### src/sv/head_pose_window_smoother_core_macros.svh
// Assertion macros for the head pose smoother RTL.
`ifndef HEAD_POSE_WINDOW_SMOOTHER_CORE_MACROS_SVH
`define HEAD_POSE_WINDOW_SMOOTHER_CORE_MACROS_SVH

// The consequent must hold in the same cycle as the antecedent.
`define HPWS_ASSERT_HOLDS(label, clk, rst_n, ante, cons) \
	label: assert property (@(posedge clk) disable iff (!rst_n) (ante) |-> (cons)) \
	else $error("Head pose smoother assertion failed.");

// The consequent must hold in the cycle after the antecedent.
`define HPWS_ASSERT_NEXT(label, clk, rst_n, ante, cons) \
	label: assert property (@(posedge clk) disable iff (!rst_n) (ante) |=> (cons)) \
	else $error("Head pose smoother assertion failed.");

`endif

### src/sv/hpws_pkg.sv
// Shared types, constants and functions of the head pose smoother.
package hpws_pkg;

	localparam int HIST_DEPTH = 8;
	localparam int HIST_IW    = $clog2(HIST_DEPTH);
	localparam int LEN_W      = 4;
	localparam int AXES       = 6;
	localparam int DELTAS     = 3;
	localparam int TAG_W      = 16;
	localparam int POSE_W     = 15;
	localparam int DELTA_W    = 16;
	localparam int REL_W      = 16;
	localparam int STALE_W    = 5;
	localparam int STALE_MAX  = 31;
	localparam int Q15_ONE    = 32767;
	localparam int Q_SH       = 15;
	localparam int POSE_SH    = 14;
	localparam int DELTA_SH   = 8;

	localparam int SUM_W   = POSE_W + $clog2(HIST_DEPTH + 1);
	localparam int MAG_W   = SUM_W - 1;
	localparam int CNT_W   = $clog2(HIST_DEPTH + 2);
	localparam int DVD_W   = MAG_W + Q_SH;
	localparam int DVS_W   = CNT_W + POSE_SH;
	localparam int QB      = 17;
	localparam int DSH_W   = DVS_W + QB - 1;
	localparam int DIV_CW  = $clog2(QB);

	localparam int IN_DATA_W   = 160;
	localparam int IN_USER_W   = 3;
	localparam int OUT_DATA_W  = 152;
	localparam int OUT_USER_W  = 2;
	localparam int AXIS_LSB    = TAG_W;
	localparam int DELTA_LSB   = TAG_W + AXES * POSE_W;

	typedef logic [1:0] action_t;
	localparam action_t ACT_FRAME = 2'd0;
	localparam action_t ACT_START = 2'd1;
	localparam action_t ACT_STOP  = 2'd2;

	typedef enum logic [2:0] {
		ST_IDLE,
		ST_EVAL,
		ST_WALK,
		ST_DSTART,
		ST_DIV,
		ST_PUSH
	} hpws_state_t;

	typedef struct packed {
		logic load;
		logic walk_init;
		logic walk_step;
		logic div_start;
		logic div_step;
		logic commit;
	} hpws_cmd_t;

	typedef struct packed {
		logic new_frame;
		logic len_zero;
		logic walk_last;
		logic out_free;
	} hpws_sts_t;

	function automatic logic signed [REL_W-1:0] delta_to_q15(logic signed [DELTA_W-1:0] d);
		logic [DELTA_W-1:0]       mag;
		logic [DELTA_W+Q_SH-1:0]  prod;
		logic [DELTA_W+Q_SH-DELTA_SH-1:0] sh;
		logic [Q_SH-1:0]          lim;
		logic signed [REL_W-1:0]  r;
		mag  = d[DELTA_W-1] ? DELTA_W'(-d) : DELTA_W'(d);
		prod = ((DELTA_W+Q_SH)'(mag) << Q_SH) - (DELTA_W+Q_SH)'(mag);
		sh   = prod[DELTA_W+Q_SH-1:DELTA_SH];
		lim  = (sh > (DELTA_W+Q_SH-DELTA_SH)'(Q15_ONE)) ? Q_SH'(Q15_ONE) : sh[Q_SH-1:0];
		r    = {1'b0, lim};
		return d[DELTA_W-1] ? -r : r;
	endfunction

endpackage

### src/sv/hpws_div.sv
// Bit-serial restoring divider lane that scales one axis sum to Q1.15.
module hpws_div (
	input  logic                                   clk,
	input  logic                                   start,
	input  logic                                   step,
	input  logic signed [hpws_pkg::SUM_W-1:0]      sum,
	input  logic [hpws_pkg::CNT_W-1:0]             count,
	output logic signed [hpws_pkg::REL_W-1:0]      quo
);

	logic                              neg_q;
	logic [hpws_pkg::DVD_W-1:0]        rem_q;
	logic [hpws_pkg::DSH_W-1:0]        dsh_q;
	logic [hpws_pkg::QB-1:0]           quo_q;
	logic [hpws_pkg::MAG_W-1:0]        mag;
	logic [hpws_pkg::DVS_W-1:0]        dvs;
	logic [hpws_pkg::Q_SH-1:0]         lim;
	logic signed [hpws_pkg::REL_W-1:0] pos;

	always_comb begin
		mag = sum[hpws_pkg::SUM_W-1] ? hpws_pkg::MAG_W'(-sum) : hpws_pkg::MAG_W'(sum);
		dvs = (hpws_pkg::DVS_W'(count) << hpws_pkg::POSE_SH) - hpws_pkg::DVS_W'(count);
		lim = (quo_q > hpws_pkg::QB'(hpws_pkg::Q15_ONE)) ?
			hpws_pkg::Q_SH'(hpws_pkg::Q15_ONE) : quo_q[hpws_pkg::Q_SH-1:0];
		pos = {1'b0, lim};
		quo = neg_q ? -pos : pos;
	end

	always_ff @(posedge clk) begin
		if (start) begin
			neg_q <= sum[hpws_pkg::SUM_W-1];
			rem_q <= (hpws_pkg::DVD_W'(mag) << hpws_pkg::Q_SH) - hpws_pkg::DVD_W'(mag);
			dsh_q <= hpws_pkg::DSH_W'(dvs) << (hpws_pkg::QB - 1);
			quo_q <= '0;
		end else if (step) begin
			if ({1'b0, rem_q} >= dsh_q) begin
				rem_q <= rem_q - dsh_q[hpws_pkg::DVD_W-1:0];
				quo_q <= {quo_q[hpws_pkg::QB-2:0], 1'b1};
			end else begin
				quo_q <= {quo_q[hpws_pkg::QB-2:0], 1'b0};
			end
			dsh_q <= dsh_q >> 1;
		end
	end

endmodule

### src/sv/hpws_ctrl.sv
// Controller state machine sequencing accept, history walk, division and result.
module hpws_ctrl (
	input  logic                 clk,
	input  logic                 arst_n,
	input  logic                 in_valid,
	output logic                 in_ready,
	input  hpws_pkg::hpws_sts_t  sts,
	output hpws_pkg::hpws_cmd_t  cmd
);

	hpws_pkg::hpws_state_t        state_q, state_nx;
	logic [hpws_pkg::DIV_CW-1:0]  cnt_q;
	logic                         div_last;

	assign div_last = (cnt_q == hpws_pkg::DIV_CW'(hpws_pkg::QB - 1));

	always_comb begin
		state_nx = state_q;
		case (state_q)
			hpws_pkg::ST_IDLE: begin
				if (in_valid) state_nx = hpws_pkg::ST_EVAL;
			end
			hpws_pkg::ST_EVAL: begin
				if (!sts.new_frame) state_nx = hpws_pkg::ST_PUSH;
				else if (sts.len_zero) state_nx = hpws_pkg::ST_DSTART;
				else state_nx = hpws_pkg::ST_WALK;
			end
			hpws_pkg::ST_WALK: begin
				if (sts.walk_last) state_nx = hpws_pkg::ST_DSTART;
			end
			hpws_pkg::ST_DSTART: state_nx = hpws_pkg::ST_DIV;
			hpws_pkg::ST_DIV: begin
				if (div_last) state_nx = hpws_pkg::ST_PUSH;
			end
			hpws_pkg::ST_PUSH: begin
				if (sts.out_free) state_nx = hpws_pkg::ST_IDLE;
			end
			default: state_nx = hpws_pkg::ST_IDLE;
		endcase
	end

	always_comb begin
		cmd      = '0;
		in_ready = 1'b0;
		case (state_q)
			hpws_pkg::ST_IDLE: begin
				in_ready = 1'b1;
				cmd.load = in_valid;
			end
			hpws_pkg::ST_EVAL:   cmd.walk_init = sts.new_frame;
			hpws_pkg::ST_WALK:   cmd.walk_step = 1'b1;
			hpws_pkg::ST_DSTART: cmd.div_start = 1'b1;
			hpws_pkg::ST_DIV:    cmd.div_step = 1'b1;
			hpws_pkg::ST_PUSH:   cmd.commit = sts.out_free;
			default: ;
		endcase
	end

	always_ff @(posedge clk or negedge arst_n) begin
		if (!arst_n) begin
			state_q <= hpws_pkg::ST_IDLE;
			cnt_q   <= '0;
		end else begin
			state_q <= state_nx;
			if (cmd.div_start) cnt_q <= '0;
			else if (cmd.div_step) cnt_q <= cnt_q + 1'b1;
		end
	end

endmodule

### src/sv/hpws_dp.sv
// Datapath: item register, history ring, axis sums, divider lanes and held results.
module hpws_dp (
	input  logic                                 clk,
	input  logic                                 arst_n,
	input  hpws_pkg::hpws_cmd_t                  cmd,
	output hpws_pkg::hpws_sts_t                  sts,
	input  logic                                 cfg_we,
	input  logic [hpws_pkg::LEN_W-1:0]           cfg_wdata,
	input  logic [hpws_pkg::IN_DATA_W-1:0]       in_data,
	input  logic [hpws_pkg::IN_USER_W-1:0]       in_user,
	output logic                                 out_valid,
	input  logic                                 out_ready,
	output logic [hpws_pkg::OUT_DATA_W-1:0]      out_data,
	output logic [hpws_pkg::OUT_USER_W-1:0]      out_user
);

	logic [hpws_pkg::IN_DATA_W-1:0]    data_q;
	logic [hpws_pkg::IN_USER_W-1:0]    user_q;
	logic [hpws_pkg::LEN_W-1:0]        hl_q;
	logic                              running_q;
	logic                              status_q;
	logic [hpws_pkg::TAG_W-1:0]        last_tag_q;
	logic [hpws_pkg::STALE_W-1:0]      stale_q;
	logic [hpws_pkg::HIST_IW-1:0]      head_q;
	logic [hpws_pkg::HIST_DEPTH-1:0]   valid_q;
	logic signed [hpws_pkg::POSE_W-1:0] hist_q [hpws_pkg::HIST_DEPTH][hpws_pkg::AXES];
	logic signed [hpws_pkg::SUM_W-1:0] sum_q [hpws_pkg::AXES];
	logic [hpws_pkg::CNT_W-1:0]        cnt_q;
	logic [hpws_pkg::HIST_IW-1:0]      idx_q;
	logic signed [hpws_pkg::REL_W-1:0] held_q [hpws_pkg::AXES + hpws_pkg::DELTAS];
	logic                              upd_q;
	logic                              out_valid_q;

	hpws_pkg::action_t                 action;
	logic                              status_in;
	logic [hpws_pkg::TAG_W-1:0]        tag;
	logic signed [hpws_pkg::POSE_W-1:0] axis [hpws_pkg::AXES];
	logic signed [hpws_pkg::DELTA_W-1:0] delta [hpws_pkg::DELTAS];
	logic signed [hpws_pkg::REL_W-1:0] rel_axis [hpws_pkg::AXES];
	logic [hpws_pkg::LEN_W-1:0]        len_eff;
	logic [hpws_pkg::HIST_IW-1:0]      head_adj;
	logic [hpws_pkg::HIST_IW-1:0]      head_nx;

	always_comb begin
		action    = user_q[1:0];
		status_in = user_q[2];
		tag       = data_q[hpws_pkg::TAG_W-1:0];
		for (int k = 0; k < hpws_pkg::AXES; k++)
			axis[k] = data_q[hpws_pkg::AXIS_LSB + k*hpws_pkg::POSE_W +: hpws_pkg::POSE_W];
		for (int k = 0; k < hpws_pkg::DELTAS; k++)
			delta[k] = data_q[hpws_pkg::DELTA_LSB + k*hpws_pkg::DELTA_W +: hpws_pkg::DELTA_W];
		len_eff = (hl_q > hpws_pkg::LEN_W'(hpws_pkg::HIST_DEPTH)) ?
			hpws_pkg::LEN_W'(hpws_pkg::HIST_DEPTH) : hl_q;
		head_adj = (hpws_pkg::LEN_W'(head_q) >= len_eff) ? '0 : head_q;
		head_nx  = (hpws_pkg::LEN_W'(head_adj) + 1'b1 == len_eff) ? '0 : head_adj + 1'b1;
		sts.new_frame = (action == hpws_pkg::ACT_FRAME) && running_q && status_in &&
			(tag != last_tag_q);
		sts.len_zero  = (len_eff == '0);
		sts.walk_last = (hpws_pkg::LEN_W'(idx_q) == len_eff - 1'b1);
		sts.out_free  = !out_valid_q || out_ready;
	end

	for (genvar g = 0; g < hpws_pkg::AXES; g++) begin : g_lane
		hpws_div u_div (
			.clk   (clk),
			.start (cmd.div_start),
			.step  (cmd.div_step),
			.sum   (sum_q[g]),
			.count (cnt_q),
			.quo   (rel_axis[g])
		);
	end

	always_ff @(posedge clk) begin
		if (cmd.load) begin
			data_q <= in_data;
			user_q <= in_user;
		end
		if (cmd.walk_init) begin
			for (int k = 0; k < hpws_pkg::AXES; k++) sum_q[k] <= hpws_pkg::SUM_W'(axis[k]);
			cnt_q <= hpws_pkg::CNT_W'(1);
			idx_q <= '0;
		end else if (cmd.walk_step) begin
			if (valid_q[idx_q]) begin
				for (int k = 0; k < hpws_pkg::AXES; k++)
					sum_q[k] <= sum_q[k] + hpws_pkg::SUM_W'(hist_q[idx_q][k]);
				cnt_q <= cnt_q + 1'b1;
			end
			idx_q <= idx_q + 1'b1;
		end
		if (cmd.commit && sts.new_frame && !sts.len_zero) begin
			for (int k = 0; k < hpws_pkg::AXES; k++) hist_q[head_adj][k] <= axis[k];
		end
	end

	always_ff @(posedge clk or negedge arst_n) begin
		if (!arst_n) begin
			hl_q        <= '0;
			running_q   <= 1'b0;
			status_q    <= 1'b0;
			last_tag_q  <= '0;
			stale_q     <= '0;
			head_q      <= '0;
			valid_q     <= '0;
			upd_q       <= 1'b0;
			out_valid_q <= 1'b0;
			for (int k = 0; k < hpws_pkg::AXES + hpws_pkg::DELTAS; k++) held_q[k] <= '0;
		end else begin
			if (cfg_we) begin
				hl_q    <= cfg_wdata;
				valid_q <= '0;
				head_q  <= '0;
			end
			if (cmd.commit) begin
				out_valid_q <= 1'b1;
				upd_q       <= 1'b0;
				case (action)
					hpws_pkg::ACT_FRAME: begin
						if (running_q) begin
							status_q <= status_in;
							if (status_in && tag == last_tag_q) begin
								if (stale_q != hpws_pkg::STALE_W'(hpws_pkg::STALE_MAX))
									stale_q <= stale_q + 1'b1;
							end else if (status_in) begin
								last_tag_q <= tag;
								stale_q    <= '0;
								upd_q      <= 1'b1;
								for (int k = 0; k < hpws_pkg::AXES; k++)
									held_q[k] <= rel_axis[k];
								for (int k = 0; k < hpws_pkg::DELTAS; k++)
									held_q[hpws_pkg::AXES + k] <= hpws_pkg::delta_to_q15(delta[k]);
								if (!sts.len_zero) begin
									valid_q[head_adj] <= 1'b1;
									head_q <= head_nx;
								end
							end
						end
					end
					hpws_pkg::ACT_START: begin
						if (!running_q) begin
							running_q  <= 1'b1;
							last_tag_q <= '0;
							stale_q    <= '0;
						end
					end
					hpws_pkg::ACT_STOP: running_q <= 1'b0;
					default: ;
				endcase
			end else if (out_ready) begin
				out_valid_q <= 1'b0;
			end
		end
	end

	always_comb begin
		out_data = '0;
		for (int k = 0; k < hpws_pkg::AXES + hpws_pkg::DELTAS; k++)
			out_data[k*hpws_pkg::REL_W +: hpws_pkg::REL_W] = held_q[k];
		out_data[(hpws_pkg::AXES + hpws_pkg::DELTAS)*hpws_pkg::REL_W +: hpws_pkg::STALE_W] = stale_q;
		out_user  = {running_q && status_q, upd_q};
		out_valid = out_valid_q;
	end

endmodule

### src/sv/head_pose_window_smoother_core.sv
// Top level of the head pose smoother: a new frame goes IDLE, EVAL, WALK, DSTART, DIV, PUSH.
// Any other item (repeated tag, start, stop, inactive frame) goes IDLE, EVAL, PUSH, IDLE.
// WALK visits history_len ring slots (at most 8; skipped at 0), then DIV runs 17 divider steps.
// Reset is asynchronous and clears control, ring valid bits and held results to zero.
`include "head_pose_window_smoother_core_macros.svh"
module head_pose_window_smoother_core (
	input  logic                                clk,
	input  logic                                arst_n,
	input  logic                                cfg_we,
	input  logic [hpws_pkg::LEN_W-1:0]          cfg_wdata,
	input  logic                                s_axis_tvalid,
	output logic                                s_axis_tready,
	// frame_tag, yaw_in, pitch_in, roll_in, pos_x_in, pos_y_in, pos_z_in,
	// delta_x_in, delta_y_in, delta_z_in, then zero fill.
	input  logic [hpws_pkg::IN_DATA_W-1:0]      s_axis_tdata,
	// action, status_active.
	input  logic [hpws_pkg::IN_USER_W-1:0]      s_axis_tuser,
	output logic                                m_axis_tvalid,
	input  logic                                m_axis_tready,
	// rel_yaw, rel_pitch, rel_roll, rel_x, rel_y, rel_z, rel_delta_x,
	// rel_delta_y, rel_delta_z, stale_count, then zero fill.
	output logic [hpws_pkg::OUT_DATA_W-1:0]     m_axis_tdata,
	// updated, tracking_active.
	output logic [hpws_pkg::OUT_USER_W-1:0]     m_axis_tuser
);

	hpws_pkg::hpws_cmd_t cmd;
	hpws_pkg::hpws_sts_t sts;

	hpws_ctrl u_ctrl (
		.clk      (clk),
		.arst_n   (arst_n),
		.in_valid (s_axis_tvalid),
		.in_ready (s_axis_tready),
		.sts      (sts),
		.cmd      (cmd)
	);

	hpws_dp u_dp (
		.clk       (clk),
		.arst_n    (arst_n),
		.cmd       (cmd),
		.sts       (sts),
		.cfg_we    (cfg_we),
		.cfg_wdata (cfg_wdata),
		.in_data   (s_axis_tdata),
		.in_user   (s_axis_tuser),
		.out_valid (m_axis_tvalid),
		.out_ready (m_axis_tready),
		.out_data  (m_axis_tdata),
		.out_user  (m_axis_tuser)
	);

	`HPWS_ASSERT_HOLDS(a_commit_slot_free, clk, arst_n, cmd.commit, !m_axis_tvalid || m_axis_tready)
	`HPWS_ASSERT_HOLDS(a_update_clears_stale, clk, arst_n, m_axis_tvalid && m_axis_tuser[0], m_axis_tdata[148:144] == 5'd0)
	`HPWS_ASSERT_NEXT(a_accept_then_busy, clk, arst_n, s_axis_tvalid && s_axis_tready, !s_axis_tready)

endmodule

### config.mk
export PLATFORM = sky130hd
export DESIGN_NAME = head_pose_window_smoother_core
export DESIGN_NICKNAME = d
export VERILOG_FILES = /design/src/sv/hpws_pkg.sv /design/src/sv/hpws_div.sv /design/src/sv/hpws_ctrl.sv /design/src/sv/hpws_dp.sv /design/src/sv/head_pose_window_smoother_core.sv
export VERILOG_INCLUDE_DIRS = /design/src /design/src/sv
export SDC_FILE = /design/constraint.sdc
export NUM_CORES = 2
export LEC_CHECK = 0
export BUFFER_PORTS_ARGS = -buffer_cell sky130_fd_sc_hd__buf_2
export CAP_MARGIN = 40
export CORE_ASPECT_RATIO = 0.5
export CORE_MARGIN = 2
export CORE_UTILIZATION = 50
export DETAILED_ROUTE_END_ITERATION = 7
export PLACE_DENSITY = 0.66
export SLEW_MARGIN = 20
export SYNTH_ARGS = -nofsm -noshare
export SYNTH_HDL_FRONTEND = slang
export SYNTH_HIERARCHICAL = 1
export SYNTH_SLANG_ARGS = --single-unit
export TNS_END_PERCENT = 5
### constraint.sdc
create_clock -name clk -period 17.38 [get_ports clk]
set_input_delay 2.607 -clock clk [delete_from_list [all_inputs] [get_ports clk]]
set_output_delay 2.607 -clock clk [all_outputs]
set_load 0.01 [all_outputs]
* Word-level counts from Yosys, hierarchy flattened
Memories as Yosys holds them, arrays and structs flattened. A register that Yosys moved wholly into a read port is not among the register bits.
Cells that the tools add are included.
** Word-level totals
- Register bits after elaboration :: 866
- Memory bits (writable) :: 834
- Output and inout bits :: 156
- Logic and storage cells :: 325
- Memories kept :: 2
** Memory list
- u_dp.hist_q :: words 8, width 90, read ports 1, clocked after memory_dff 1, write ports 1, RTL line hpws_dp.sv:26 : logic signed [hpws_pkg::POSE_W-1:0] hist_q [hpws_pkg::HIST_DEPTH][hpws_pkg::AXES];
- u_dp.sum_q :: words 6, width 19, read ports 6, clocked after memory_dff 0, write ports 6, RTL line hpws_dp.sv:27 : logic signed [hpws_pkg::SUM_W-1:0] sum_q [hpws_pkg::AXES];
** Cells by class
- Add/subtract/negate cells :: 47
- Order comparisons :: 20
- Eq/ne operators :: 23
- Mux-type cells :: 134
- Bitwise operators :: 8
- Reduce and logical (&&, ||, !) cells :: 37
** Operator list (count)
- two-way mux 33 bit :: 18
- two-way mux 34 bit :: 12
- two-way mux 16 bit :: 16
- >= comparator 33 x 34 -> 1 bit :: 6
- subtractor 33 x 18 -> 33 bit :: 6
- subtractor 33 bit :: 6
- negator 15 -> 16 bit :: 9
- two-way mux 15 bit :: 9
- adder 19 x 15 -> 19 bit :: 6
- two-way mux 19 bit :: 6
- two-way mux 18 bit :: 6
- negator 18 bit :: 6
- > comparator 17 x 15 -> 1 bit (second input constant) :: 6
- subtractor 31 x 16 -> 31 bit :: 3
- > comparator 23 x 15 -> 1 bit (second input constant) :: 3
- two-way mux 8 bit :: 7
- two-way mux 3 bit :: 16
- negator 16 bit :: 3
- two-way mux 5 bit :: 7
- case mux 16 bit (2 select lines) :: 1
- two-way mux 1 bit :: 30
- nonzero test 2 bit :: 10
- case mux 3 bit (6 select lines) :: 1
- subtractor 18 x 4 -> 18 bit :: 1
- other kinds (43) :: 75

* Longest topological paths before layout
- Depth in word-level cells :: 15
- Mapped depth :: 21
- Gate-level depth less buffers :: 18

* By module
Netlist, hierarchy kept.
** Modules (own cells, without submodules)
- hpws_dp :: instances 1, cells each 3591, area an instance 52853.2 um2, sequential area each 34563.1 um2
- hpws_div at u_dp.g_lane[1].u_div ... :: instances 3, cells each 889, area an instance 7395.8 um2, sequential area each 2222.1 um2
- hpws_div at u_dp.g_lane[0].u_div :: instances 1, cells each 820, area an instance 6975.4 um2, sequential area each 2222.1 um2
- hpws_div at u_dp.g_lane[4].u_div :: instances 1, cells each 811, area an instance 6926.6 um2, sequential area each 2222.1 um2
- hpws_div at u_dp.g_lane[3].u_div :: instances 1, cells each 788, area an instance 6767.7 um2, sequential area each 2222.1 um2
- hpws_ctrl :: instances 1, cells each 54, area an instance 508.0 um2, sequential area each 200.2 um2

* Worst setup path before layout
Ideal clock, no wire load.
- Path type :: input port to flip-flop
- Start point :: input m_axis_tready
- End point :: memory u_dp/hist_q[2][0] in the netlist's numbering (enable)
- Arrival :: 9611 ps
- Data required time :: 16729 ps
- Setup slack :: 7118 ps
- Cell stages on the path :: 6
- Path buffers :: 0
- Cell sequence :: nand2b_1 -> and3_1 -> nand2_1 -> nor2_1 -> nand2_1 -> nor3_1
** RTL lines
- from (decl) :: RTL line head_pose_window_smoother_core.sv:19 : input logic m_axis_tready,
- to (decl) :: RTL line hpws_dp.sv:26

==> run metrics <==
Starting Density=about half; CTS tree=done; grt ovf=0; most frequent cells after synthesis=1,303 x edfxtp_1, 870 x nand2_1, 702 x nor2_1; CP startpoint kind=flip-flop; CP Class=reg -> reg; first drt pass iteration count=6; Worst R2R Setup Slack=11,160 ps; clk root buf=clkbuf_16; Top FF cell, synth=edfxtp_1; Synth Register Bits=1,703; Slew Limit Headroom=38.8%; crit path max fanout=35; initial antenna violation count=6; reg2reg end=u_dp/sum_q[1][17]; Max-Cap Viols=0; top-area cell type share of the netlist area=about two fifths; Place WS=roughly 11,000 ps; Critical Path Max Stage Delay=approximately 800 ps; status=completed; Mapped Area=~96,000 um^2; clock slew at reported path FFs=60 ps; first-pass GRT wire length=about 360 mm; Post-CTS Resized=0; worst min path class=reg -> reg; unrepaired setup endpoints after global routing=no; final slew viol count=0; CP cell instances=buf_4 > buf_16 > buf_4 > mux4_2 > mux2i_1 > inv_1 > ha_1 > a21o_1 > a21oi_1 > o21a_1 > o21ai_0 > a2111oi_0 > o31ai_1 > or4_1 > a31oi_1 > xor2_1 > o21ai_0; Finished Layout Cells=11,565; via count=approximately 68,000; grt met2 use=~37%; top-count cell post-synth=edfxtp_1; fin crit share=between 30 and 40%; dominant cells by area after synthesis=edfxtp_1 41%, dfrtp_1 5.0%, ha_1 4.9%; final setup fails=0; maximum clock path buffer count=4; Post-synth ARST share=around 11%; Buffers on Ports=between 300 and 400; remaining antenna violation count after routing=0; register area share after synthesis=50.0%; DR iter-0 viols=about 5,800; crit path DAT=just under 7000 ps; Lkg Pwr=about 40 nW; Yosys warnings=6; CP Capture Type=flip-flop; Post-Syn Instances=~8,700; Post-CTS Setup Inserts=0; WL/cell=19.9 um; Global Route Usage Sum=23.0%; Pwr Density=roughly 140 nW/um^2; NumNets Final=approximately 9,500; mean number of vias per cell=~6; Fmax=between 150 and 200 MHz; H-tree Lvls=4; Peak supply drop=84.2 uV; reg2reg path depth=17; GR peak layer=met2; routability cong.=slightly above 0.9; Post-Syn Area per Cell=11.0 um^2; clock tree sinks=approximately 1,700; CTS buffer count=~170; DPL Wire Length=approximately 160 mm; Crit path required time=17,890 ps; pin count of the biggest net entering global routing=slightly above 90; die height=about 310 um; Max stage delay cell, worst path=dfxtp_4; post-synth top area cell=edfxtp_1; core area=191,000 um^2; die width=between 600 and 700 um; number of top-level pins=328; met3 usage=under 10%; die area=roughly 200,000 um^2; Post-synth EDFFs=1,303; min Tclk post-route=around 6200 ps; vias in the first global route=between 60,000 and 70,000; # rows=113; synth unique cells=about 130; DRC viols=0; final hold violations=0; Setup crit end=u_dp/sum_q[1][17]; Post-CTS Hold Buffers=0; Layout Skew=roughly 73 ps; dpl cells=about 11,000; Worst Min Path Start=u_dp/out_data[1]; overall routed net length=between 200 and 250 mm; Worst Hold Depth=2; fin worst setup slack=approximately 11,000 ps; ratio of cells with drive above 1 in the final layout=approximately an eighth; setup TNS=0 ps; GR Util met1=33.3%; Area Overhead vs Synth=10.4%; worst slew pin tran=895 ps; worst skew pair latency=around 850 ps
flip-flops by register name (all words and copies together), names as in the netlist, 16 cells and up, named ones only:
name                     count
u_dp/g_lane.u_div/rem_q    198
u_dp/data_q                154
u_dp/out_data              144
u_dp/hist_q                720
u_dp/g_lane.u_div/dsh_q    204
u_dp/g_lane.u_div/quo_q    102
u_dp/last_tag_q             16
u_dp/sum_q                 114
power by group:
part / total, mW / internal, mW / switching [mW]
logic: 5.47 / 2.36 / 3.11
registers: 5.79 / 5.27 / 0.520
clock network: 3.79 / 2.18 / 1.61
total: 15.0 / 9.81 / 5.23
cell families after synthesis:
group	Yosys count	share of synthesized area (%)
AND/OR/NAND/NOR	2678	13.6
flip-flops	1703	50.0
multiplexers	578	8.53
AO/OA/AOI/OAI	1870	13.1
adder cells (fa/ha/maj)	390	5.15
XOR/XNOR	658	6.10
other	1	0.00390
buffers and inverters	853	3.54
critical path, delay by kind of cell, from the launching register on:
family          cells  cell delay, ps
compound gates      8            2010
xor+xnor            1             160
fa+ha+maj           1             280
buf+inv             4            1270
flops               1             800
mux                 2             840
simple gates        1             440
area by class of cell:
class	count	area (um^2)
diodes	1	2.50
well taps	2530	3170
multi-input cells	6177	44800
flip-flops and latches	1703	48100
clock buffers	222	4710
repair buffers	433	2900
inverters	426	1610
clock inverters	73	882
fillers	16216	84400
how the worst min path moves through the flow:
stage | to | slack [ps]
2_1_floorplan | u_dp/valid_q[2] | 440
3_3_place_gp | u_dp/out_data[56] | 450
3_5_place_dp | u_dp/out_data[76] | 460
4_1_cts | u_dp/out_data[85] | 470
5_1_grt | u_dp/out_data[56] | 480
6_report | u_dp/out_data[1] | 470
through the flow:
step / util, % / instance area (um^2) / hold WS (ps) / power (mW)
3_5_place_dp: 52.6 / 100000 / 457 / 11.3
5_1_grt: 55.7 / 106000 / 484 / 16.1
6_report: 55.7 / 106000 / 466 / 15.0
2_1_floorplan: - / 96200 / 444 / 9.93
3_3_place_gp: 52.4 / 99900 / 454 / 11.1
4_1_cts: 55.6 / 106000 / 473 / 15.1
layout by cell type, fill, tap and decap left out, types with 34 or more instances in the layout:
cell       instances
a211oi_1          48
a21o_1           199
a21oi_1          410
a31oi_1           89
and2_1            64
and3_1            56
buf_2            320
buf_4             75
clkbuf_16        174
dfrtp_1          192
dfxtp_1          204
edfxtp_1        1303
ha_1             373
inv_1            423
mux2_2           111
mux2i_1          284
mux4_2           182
nand2_1          868
nand2b_1          90
nand3_1          148
nand4_1           65
nor2_1           698
nor2b_1          109
nor3_1           125
nor3b_1           34
nor4_1            50
o2111ai_1         34
o211ai_1          82
o21a_1            53
o21ai_0          434
o21bai_1          36
o31ai_1           83
or2_2             59
or3_1             88
or4_1             49
xnor2_1          368
xor2_1           283
routing by layer:
layer	up-vias	part of all wire, %	wire, um
li1	32658	-	-
met3	266	5.2	11900
met4	0	1.9	4350
met5	-	0	0
met1	33176	47	109000
met2	1628	46	105000
Power figures use the tool's default switching activity.
